[src/rtl/core/pcq_pkg.sv]
package pcq_pkg;

  localparam int PinCount = 16;
  localparam int PinWidth = 16;
  localparam int IdxWidth = 4;
  localparam int CfgIdxWidth = 2;

  typedef enum logic [1:0] {
    KindPress   = 2'd0,
    KindRelease = 2'd1,
    KindRotary  = 2'd2
  } kind_e;

  typedef enum logic [CfgIdxWidth-1:0] {
    RegPressEnable   = 2'd0,
    RegReleaseEnable = 2'd1,
    RegRotaryEnable  = 2'd2
  } cfg_reg_e;

  typedef struct packed {
    logic press_en;
    logic release_en;
    logic rotary_en;
  } cfg_t;

  typedef struct packed {
    logic hit;
    logic rise;
  } lane_evt_t;

  typedef struct packed {
    logic              hit;
    logic signed [1:0] step;
  } quad_evt_t;

  typedef struct packed {
    logic [PinWidth-1:0] pend;
    logic [PinWidth-1:0] rel;
    logic                rot;
    logic signed [1:0]   step;
  } sample_evt_t;

  function automatic logic signed [1:0] quad_step(input logic [3:0] idx);
    logic signed [1:0] s;
    unique case (idx)
      4'd1, 4'd7, 4'd8, 4'd14: s = -2'sd1;
      4'd2, 4'd4, 4'd11, 4'd13: s = 2'sd1;
      default: s = 2'sd0;
    endcase
    return s;
  endfunction

endpackage

[src/rtl/core/pcq_lane.sv]
module pcq_lane (
  input  logic              level_now_i,
  input  logic              level_prev_i,
  input  pcq_pkg::cfg_t     cfg_i,
  output pcq_pkg::lane_evt_t evt_o
);

  logic changed;

  always_comb begin
    changed = level_now_i ^ level_prev_i;
    evt_o.rise = level_now_i;
    evt_o.hit = changed & (level_now_i ? cfg_i.release_en : cfg_i.press_en);
  end

endmodule

[src/rtl/core/pcq_quad.sv]
module pcq_quad (
  input  logic               pin_a_n_i,
  input  logic               pin_b_n_i,
  input  logic [1:0]         quad_prev_i,
  input  pcq_pkg::cfg_t      cfg_i,
  output logic [1:0]         quad_now_o,
  output pcq_pkg::quad_evt_t evt_o
);

  logic signed [1:0] step;

  always_comb begin
    quad_now_o = {~pin_a_n_i, ~pin_b_n_i};
    step = pcq_pkg::quad_step({quad_prev_i, quad_now_o});
    evt_o.step = step;
    evt_o.hit = (step != 2'sd0) & cfg_i.rotary_en;
  end

endmodule

[src/rtl/core/pcq_merge.sv]
module pcq_merge (
  input  logic                  clk_i,
  input  logic                  rst_ni,
  input  logic                  load_i,
  input  pcq_pkg::sample_evt_t  sample_i,
  output logic                  ready_o,
  output logic                  out_valid_o,
  input  logic                  out_stall_i,
  output logic [1:0]            event_kind_o,
  output logic [3:0]            pin_index_o,
  output logic signed [1:0]     rotary_step_o,
  output logic                  last_event_o
);

  logic [pcq_pkg::PinWidth-1:0] pend_q, rel_q;
  logic                         rot_q;
  logic signed [1:0]            step_q;

  logic                         out_valid_q;
  pcq_pkg::kind_e               out_kind_q;
  logic [3:0]                   out_pin_q;
  logic signed [1:0]            out_step_q;
  logic                         out_last_q;

  logic [pcq_pkg::PinWidth-1:0] onehot, pend_rest;
  logic [3:0]                   pin_sel;
  logic                         has_pin, busy, rot_rest, done_now, out_free, emit, rel_sel;

  always_comb begin
    onehot = pend_q & (~pend_q + 16'd1);
    pin_sel = '0;
    for (int i = 0; i < pcq_pkg::PinWidth; i++) begin
      if (onehot[i]) begin
        pin_sel = 4'(i);
      end
    end
    rel_sel = |(rel_q & onehot);
    has_pin = |pend_q;
    busy = has_pin | rot_q;
    pend_rest = pend_q & ~onehot;
    rot_rest = has_pin ? rot_q : 1'b0;
    done_now = (pend_rest == '0) && !rot_rest;
    out_free = !out_valid_q || !out_stall_i;
    emit = busy && out_free;
    ready_o = !busy || (emit && done_now);
  end

  always_ff @(posedge clk_i or negedge rst_ni) begin
    if (!rst_ni) begin
      pend_q <= '0;
      rot_q <= 1'b0;
      out_valid_q <= 1'b0;
    end else begin
      if (load_i) begin
        pend_q <= sample_i.pend;
        rot_q <= sample_i.rot;
      end else if (emit) begin
        pend_q <= pend_rest;
        rot_q <= rot_rest;
      end
      if (emit) begin
        out_valid_q <= 1'b1;
      end else if (!out_stall_i) begin
        out_valid_q <= 1'b0;
      end
    end
  end

  always_ff @(posedge clk_i) begin
    if (load_i) begin
      rel_q <= sample_i.rel;
      step_q <= sample_i.step;
    end
    if (emit) begin
      out_last_q <= done_now;
      if (has_pin) begin
        out_kind_q <= rel_sel ? pcq_pkg::KindRelease : pcq_pkg::KindPress;
        out_pin_q <= pin_sel;
        out_step_q <= 2'sd0;
      end else begin
        out_kind_q <= pcq_pkg::KindRotary;
        out_pin_q <= '0;
        out_step_q <= step_q;
      end
    end
  end

  assign out_valid_o = out_valid_q;
  assign event_kind_o = out_kind_q;
  assign pin_index_o = out_pin_q;
  assign rotary_step_o = out_step_q;
  assign last_event_o = out_last_q;

`ifndef ASSERT_OFF
  a_rot_fields: assert property (@(posedge clk_i) disable iff (!rst_ni)
    out_valid_q && out_kind_q == pcq_pkg::KindRotary |-> out_step_q != 2'sd0 && out_pin_q == '0)
    else $error("rotary event with bad fields");

  a_pin_step: assert property (@(posedge clk_i) disable iff (!rst_ni)
    out_valid_q && out_kind_q != pcq_pkg::KindRotary |-> out_step_q == 2'sd0)
    else $error("pin event with nonzero step");

  a_load_free: assert property (@(posedge clk_i) disable iff (!rst_ni)
    load_i |-> !busy || (emit && done_now))
    else $error("item loaded over pending events");

  a_keep_busy: assert property (@(posedge clk_i) disable iff (!rst_ni)
    emit && !done_now |=> busy)
    else $error("pending events lost");
`endif

endmodule

[src/rtl/core/pin_change_events_and_quadrature_top.sv]
// channel | handshake                 | payload
// in      | in_valid_i / in_stall_o   | pin_levels_i
// out     | out_valid_o / out_stall_i | event_kind_o, pin_index_o, rotary_step_o, last_event_o
// cfg     | cfg_valid_i / cfg_ready_o | cfg_index_i, cfg_data_i
// a sample's events leave the event queue in the merge stage one per cycle
// while out_stall_i does not hold them; the next sample is taken
// in the cycle the last event of the one before moves to the output register
// reset: previous levels all ones, previous quadrature zero, enables off
// out_stall_i holds the output register and, through the queue, in_stall_o
module pin_change_events_and_quadrature_top (
  input  logic                           clk_i,
  input  logic                           rst_ni,
  input  logic                           in_valid_i,
  output logic                           in_stall_o,
  input  logic [pcq_pkg::PinWidth-1:0]   pin_levels_i,
  output logic                           out_valid_o,
  input  logic                           out_stall_i,
  output logic [1:0]                     event_kind_o,
  output logic [3:0]                     pin_index_o,
  output logic signed [1:0]              rotary_step_o,
  output logic                           last_event_o,
  input  logic                           cfg_valid_i,
  output logic                           cfg_ready_o,
  input  logic [pcq_pkg::CfgIdxWidth-1:0] cfg_index_i,
  input  logic                           cfg_data_i
);

  logic [pcq_pkg::PinWidth-1:0] prev_levels_q;
  logic [1:0]                   prev_quad_q;
  pcq_pkg::cfg_t                cfg_q;
  logic [1:0]                   quad_now;
  pcq_pkg::lane_evt_t           lane_evt [pcq_pkg::PinWidth];
  pcq_pkg::quad_evt_t           quad_evt;
  pcq_pkg::sample_evt_t         sample;
  logic                         merge_ready, in_accept;

  assign cfg_ready_o = 1'b1;
  assign in_stall_o = !merge_ready;
  assign in_accept = in_valid_i && merge_ready;

  for (genvar g = 0; g < pcq_pkg::PinWidth; g++) begin : g_lane
    if (g < pcq_pkg::PinCount) begin : g_on
      pcq_lane u_lane (
        .level_now_i  (pin_levels_i[g]),
        .level_prev_i (prev_levels_q[g]),
        .cfg_i        (cfg_q),
        .evt_o        (lane_evt[g])
      );
    end else begin : g_off
      assign lane_evt[g] = '0;
    end
  end

  pcq_quad u_quad (
    .pin_a_n_i   (pin_levels_i[14]),
    .pin_b_n_i   (pin_levels_i[15]),
    .quad_prev_i (prev_quad_q),
    .cfg_i       (cfg_q),
    .quad_now_o  (quad_now),
    .evt_o       (quad_evt)
  );

  always_comb begin
    for (int i = 0; i < pcq_pkg::PinWidth; i++) begin
      sample.pend[i] = lane_evt[i].hit;
      sample.rel[i] = lane_evt[i].rise;
    end
    sample.rot = quad_evt.hit;
    sample.step = quad_evt.step;
  end

  always_ff @(posedge clk_i or negedge rst_ni) begin
    if (!rst_ni) begin
      prev_levels_q <= '1;
      prev_quad_q <= '0;
      cfg_q <= '0;
    end else begin
      if (in_accept) begin
        prev_levels_q <= pin_levels_i;
        prev_quad_q <= quad_now;
      end
      if (cfg_valid_i) begin
        unique case (cfg_index_i)
          pcq_pkg::RegPressEnable:   cfg_q.press_en <= cfg_data_i;
          pcq_pkg::RegReleaseEnable: cfg_q.release_en <= cfg_data_i;
          pcq_pkg::RegRotaryEnable:  cfg_q.rotary_en <= cfg_data_i;
          default: ;
        endcase
      end
    end
  end

  pcq_merge u_merge (
    .clk_i         (clk_i),
    .rst_ni        (rst_ni),
    .load_i        (in_accept),
    .sample_i      (sample),
    .ready_o       (merge_ready),
    .out_valid_o   (out_valid_o),
    .out_stall_i   (out_stall_i),
    .event_kind_o  (event_kind_o),
    .pin_index_o   (pin_index_o),
    .rotary_step_o (rotary_step_o),
    .last_event_o  (last_event_o)
  );

endmodule

[config.mk]
export PLATFORM = sky130hd
export DESIGN_NAME = pin_change_events_and_quadrature_top
export DESIGN_NICKNAME = d
export VERILOG_FILES = /design/src/rtl/core/pcq_pkg.sv /design/src/rtl/core/pcq_lane.sv /design/src/rtl/core/pcq_quad.sv /design/src/rtl/core/pcq_merge.sv /design/src/rtl/core/pin_change_events_and_quadrature_top.sv
export SDC_FILE = /design/constraint.sdc
export NUM_CORES = 1
export LEC_CHECK = 0
export BUFFER_PORTS_ARGS = -buffer_cell sky130_fd_sc_hd__buf_4
export CORE_MARGIN = 3
export CORE_UTILIZATION = 63
export DETAILED_ROUTE_END_ITERATION = 10
export GPL_TIMING_DRIVEN = 1
export PLACE_DENSITY = 0.85
export SETUP_SLACK_MARGIN = 0.4
export SLEW_MARGIN = 20
export SYNTH_ARGS = -nofsm -noshare
export SYNTH_HDL_FRONTEND = slang
export SYNTH_SLANG_ARGS = --single-unit
export TNS_END_PERCENT = 50
[constraint.sdc]
create_clock -name clk_i -period 10.9 [get_ports clk_i]
set_clock_uncertainty 0.15 [all_clocks]
set_input_delay 0 -clock clk_i [delete_from_list [all_inputs] [get_ports clk_i]]
set_output_delay 0 -clock clk_i [all_outputs]
set_load 0.03 [all_outputs]
==> reports/results.txt <==
The number of vias per cell works out to 5.886. The largest area contributor in the netlist is sky130_fd_sc_hd__edfxtp_1. Of the available clock period, the critical path in the final layout requires 32.79%. The proportion of synthesized flip-flops having asynchronous set or reset is 59.09%, and the met3 demand-to-capacity share in global routing is 7.449%. Summed over all layers, the routed wires come to 7.464 mm. In the synthesized netlist the dominant register cell turns out to be sky130_fd_sc_hd__edfxtp_1. The run gives 0.003410 sq mm as the post-synthesis instance area. met2 is the most crowded layer.

Setup repair after global routing left no endpoint under its margin. From synthesis to final layout, the design area changed by 19.67%. The tools report the pin count of the biggest net entering global routing as 40.

Clock tree synthesis selected as its root buffer the cell sky130_fd_sc_hd__clkbuf_8. For the number of warnings printed during yosys synthesis, the log shows 0. For the final weighted congestion in routability-driven placement, the log shows 0.9334. The die is 79.57 um tall. The logs give 78.88% for the final core utilization and 3 for the depth of the CTS H-tree. The logs give 25.50% for the global-route total usage across every layer and 7.366 ns for the setup slack at placement. Start point of the critical path: u_merge.pend_q[0]. For the number of max-slew violations in the final report, the log shows 0. Summing over every cut layer, the via total after detailed routing is 2,643.

The sequential share of the synthesized area was 52.99%. The clock slew seen by the registers of the worst setup and hold paths is 0.07 ns, and the total leakage power is 1.751 nW. The worst setup slack for register-to-register paths came out at 7.33 ns. The worst path required time was 10.71 ns; the time the final worst path needs with I/O delays and setup was 3.574 ns. At the pin with the least slew margin, the transition time is 0.8454 ns.

At the end of the flow, the number of nets in the layout was 402. Once the floorplan was initialized, standard cells occupied 65.92% of the core. In the synthesized netlist, the number of instances is 326. The top cell type by area accounts for 23.78% of the synthesized area. The run finished with clean final reports.

Across the run, the number of max-cap violations was 0. The global routing usage on met1 was 34.60%. The worst pin sits at a relative slew slack of 43.12%.

Remaining number of nets flagged by the antenna check after routing: 0. The final antenna diode count was 0; the clock buffer count from CTS was 9. The worst path meets setup with 7.326 ns of slack. The run gives 2,520 as the number of global-route vias before repair. For this design the top-level I/O count stands at 36.

The tools report the power dissipated by switching net loads as 0.5296 mW. Number of buffers added on ports: 34. The number of distinct library cells after synthesis was 49.

For this run, the number of standard cells in the final layout without fillers is 449. Once placement completed, the tool counted placed cells totaling 408. The placeable core region was 0.005172 sq mm.

Static timing analysis puts the maximum clock frequency at 279.8 MHz. The number of storage elements in the synthesis netlist came out at 66. The run gives 152.2 uV as the worst vdd rail ir drop.

The wire length per cell after detailed routing was 16.62 um. In the routed design, unresolved DRC markers number 0. The critical path start-end classification was flip-flop to flip-flop. Sequential share of power: 38.8%. The run gives 0 as the initial antenna violation count. For this design the ratio of total power to cell area is 326.5 mW/mm^2.

The die covers 0.006331 sq mm. Ranked by total cell area, the synthesized netlist is headed by sky130_fd_sc_hd__edfxtp_1, sky130_fd_sc_hd__dfrtp_1, sky130_fd_sc_hd__dfstp_2. After floorplanning, the core was divided into 26 placement rows. For the final routed database, the setup TNS stands at 0 ns. The per-instance average area after synthesis came out at 10.46 sq um.

In this run, the number of DRC markers left after iteration 0 of detailed routing was 277. The logs give 5 for the number of search-and-repair iterations in the first detailed-routing pass and 0.34 ns for the insertion delay to the later sink of the worst-skew pair. Setup violations remaining at the end of the flow were counted as 0. When the netlist entered floorplanning its net count stood at 354.

For the number of hold-slack violations in the final timing report, the log shows 0. The class of the most critical hold timing path was primary input to async pin. The number of clock sinks seen by CTS came out at 66. Power comes to 1.332 mW.

Global routing used 39.57% of the available met2 tracks. The share of total power dissipated in combinational logic is 45.8%. In this run, synthesis inferred 27 flip-flops with an integrated enable. After synthesis, the most frequently instantiated cells are sky130_fd_sc_hd__nand2_1, sky130_fd_sc_hd__nor2_1, sky130_fd_sc_hd__edfxtp_1.

Sum of overflow across all layers after global routing: 0. In this run the worst path has a maximum fanout of 18. Data on the critical path arrives at its endpoint at 3.39 ns.

Half-perimeter wire length of the detailed placement result: 4.712 mm. Counting along the longest clock path gives a buffer depth of 2. The first global-routing pass estimated 12.15 mm of wire. STA classifies the critical path startpoint as a flip-flop.

The post-route netlist has 24.01% of its cells at a drive strength greater than 1. The number of setup buffers added after CTS is 0. The worst setup path is captured at a flip-flop. The run gives 15.4% as the power share of the clock group. Net switching is 39.76% of the power. The floorplan step set the die width to 79.57 um. The worst register-to-register path begins at u_merge.pend_q[0].

Internal power comes to 0.8024 mW. TritonCTS built the clock tree.
-- metrics by stage --
step / hold WS, ns / area, sq um
2_1_floorplan: -0.4456 / 3410
3_3_place_gp: -0.1400 / 3632
3_5_place_dp: -0.1376 / 3632
4_1_cts: 0.03874 / 4080
5_1_grt: 0.06919 / 4080
6_report: 0.02834 / 4080
-- state kept, by name (all words and copies together), names as in the netlist --
signal and flops:
u_merge.rot_q 1, u_merge.event_kind_o 2, u_merge.step_q 2, u_merge.rel_q 16, u_merge.out_valid_o 1, u_merge.rotary_step_o 2
u_merge.pin_index_o 4, prev_quad_q 2, u_merge.last_event_o 1, cfg_q 3, prev_levels_q 16, u_merge.pend_q 16
-- repair_timing --
item	4_1_cts	5_1_grt
resized for setup	0	0
endpoints found under the setup margin	0	0
hold buffers	25	0
endpoints found under the hold margin	94	0
-- worst paths after layout --
kind | to | depth (start not counted)
max in group asynchronous | prev_levels_q[4] | 2
worst max register to register | u_merge.rel_q[4] | 6
worst min register to register | prev_levels_q[15] | 2
worst max-delay path | u_merge.rel_q[4] | 6
min in group clk_i | u_merge.rel_q[12] | 2
worst min-delay path | u_merge.pend_q[14] | 2
-- cell usage in the layout (no fill, tap or decap), types with 5 or more instances in the layout --
| cell | n |
|---|---|
| sky130_fd_sc_hd__o21ai_1 | 5 |
| sky130_fd_sc_hd__o31ai_1 | 7 |
| sky130_fd_sc_hd__buf_4 | 35 |
| sky130_fd_sc_hd__nor2_1 | 33 |
| sky130_fd_sc_hd__nor3_1 | 7 |
| sky130_fd_sc_hd__dlygate4sd3_1 | 25 |
| sky130_fd_sc_hd__inv_1 | 20 |
| sky130_fd_sc_hd__dfstp_2 | 16 |
| sky130_fd_sc_hd__a21oi_1 | 13 |
| sky130_fd_sc_hd__mux2_2 | 7 |
| sky130_fd_sc_hd__edfxtp_1 | 27 |
| sky130_fd_sc_hd__o21ai_0 | 24 |
| sky130_fd_sc_hd__dfrtp_1 | 23 |
| sky130_fd_sc_hd__mux2_4 | 13 |
| sky130_fd_sc_hd__nand2_1 | 33 |
| sky130_fd_sc_hd__clkbuf_8 | 11 |
| sky130_fd_sc_hd__a31oi_1 | 16 |
| sky130_fd_sc_hd__nand3b_1 | 5 |
-- power groups by stage --
stage               clock network (mW)  logic [mW]  registers [mW]
global route                     0.220       0.664           0.532
detailed placement                   0       0.595           0.516
finish                           0.205       0.610           0.517
CTS                              0.208       0.606           0.513
floorplan                            0       0.474           0.506
global placement                     0       0.587           0.509
-- cell families (layout without fill, tap and decap cells) --
| logic type | after synthesis | count (layout) | share of synthesized area (%) |
|---|---|---|---|
| other | 1 | 1 | 0.1100 |
| AOI/OAI and AO/OA | 78 | 78 | 13.69 |
| buffers and inverters | 43 | 96 | 5.945 |
| DFF | 66 | 66 | 52.99 |
| adders and majority gates | 5 | 5 | 1.762 |
| and+or+nand+nor | 108 | 108 | 15.71 |
| xor gates and xnor gates | 2 | 2 | 0.5139 |
| muxes | 23 | 23 | 9.285 |
-- worst max-delay path, stage by stage (launching register included) --
cell,delay [ns]
sky130_fd_sc_hd__dfrtp_1,0.50
sky130_fd_sc_hd__or4_1,0.77
sky130_fd_sc_hd__or4_4,0.49
sky130_fd_sc_hd__a222oi_1,0.22
sky130_fd_sc_hd__nand4bb_1,0.22
sky130_fd_sc_hd__o21a_1,0.25
sky130_fd_sc_hd__inv_1,0.59
-- final cells by class --
type | instances | area (sq um)
multi-input cells | 217 | 1400
well taps | 70 | 87.58
flip-flops and latches | 66 | 1807
repair buffers | 60 | 513.0
inverters | 20 | 75.07
fillers | 319 | 1092
clock buffers | 14 | 162.7
clock inverters | 2 | 35.03
-- layer usage --
metal	vias to the layer above	wire, um
met5	-	0
met4	0	145
met3	14	399
met2	96	3543
met1	1268	3375
li1	1265	-
No activity file was read; power rests on OpenSTA's default activity.
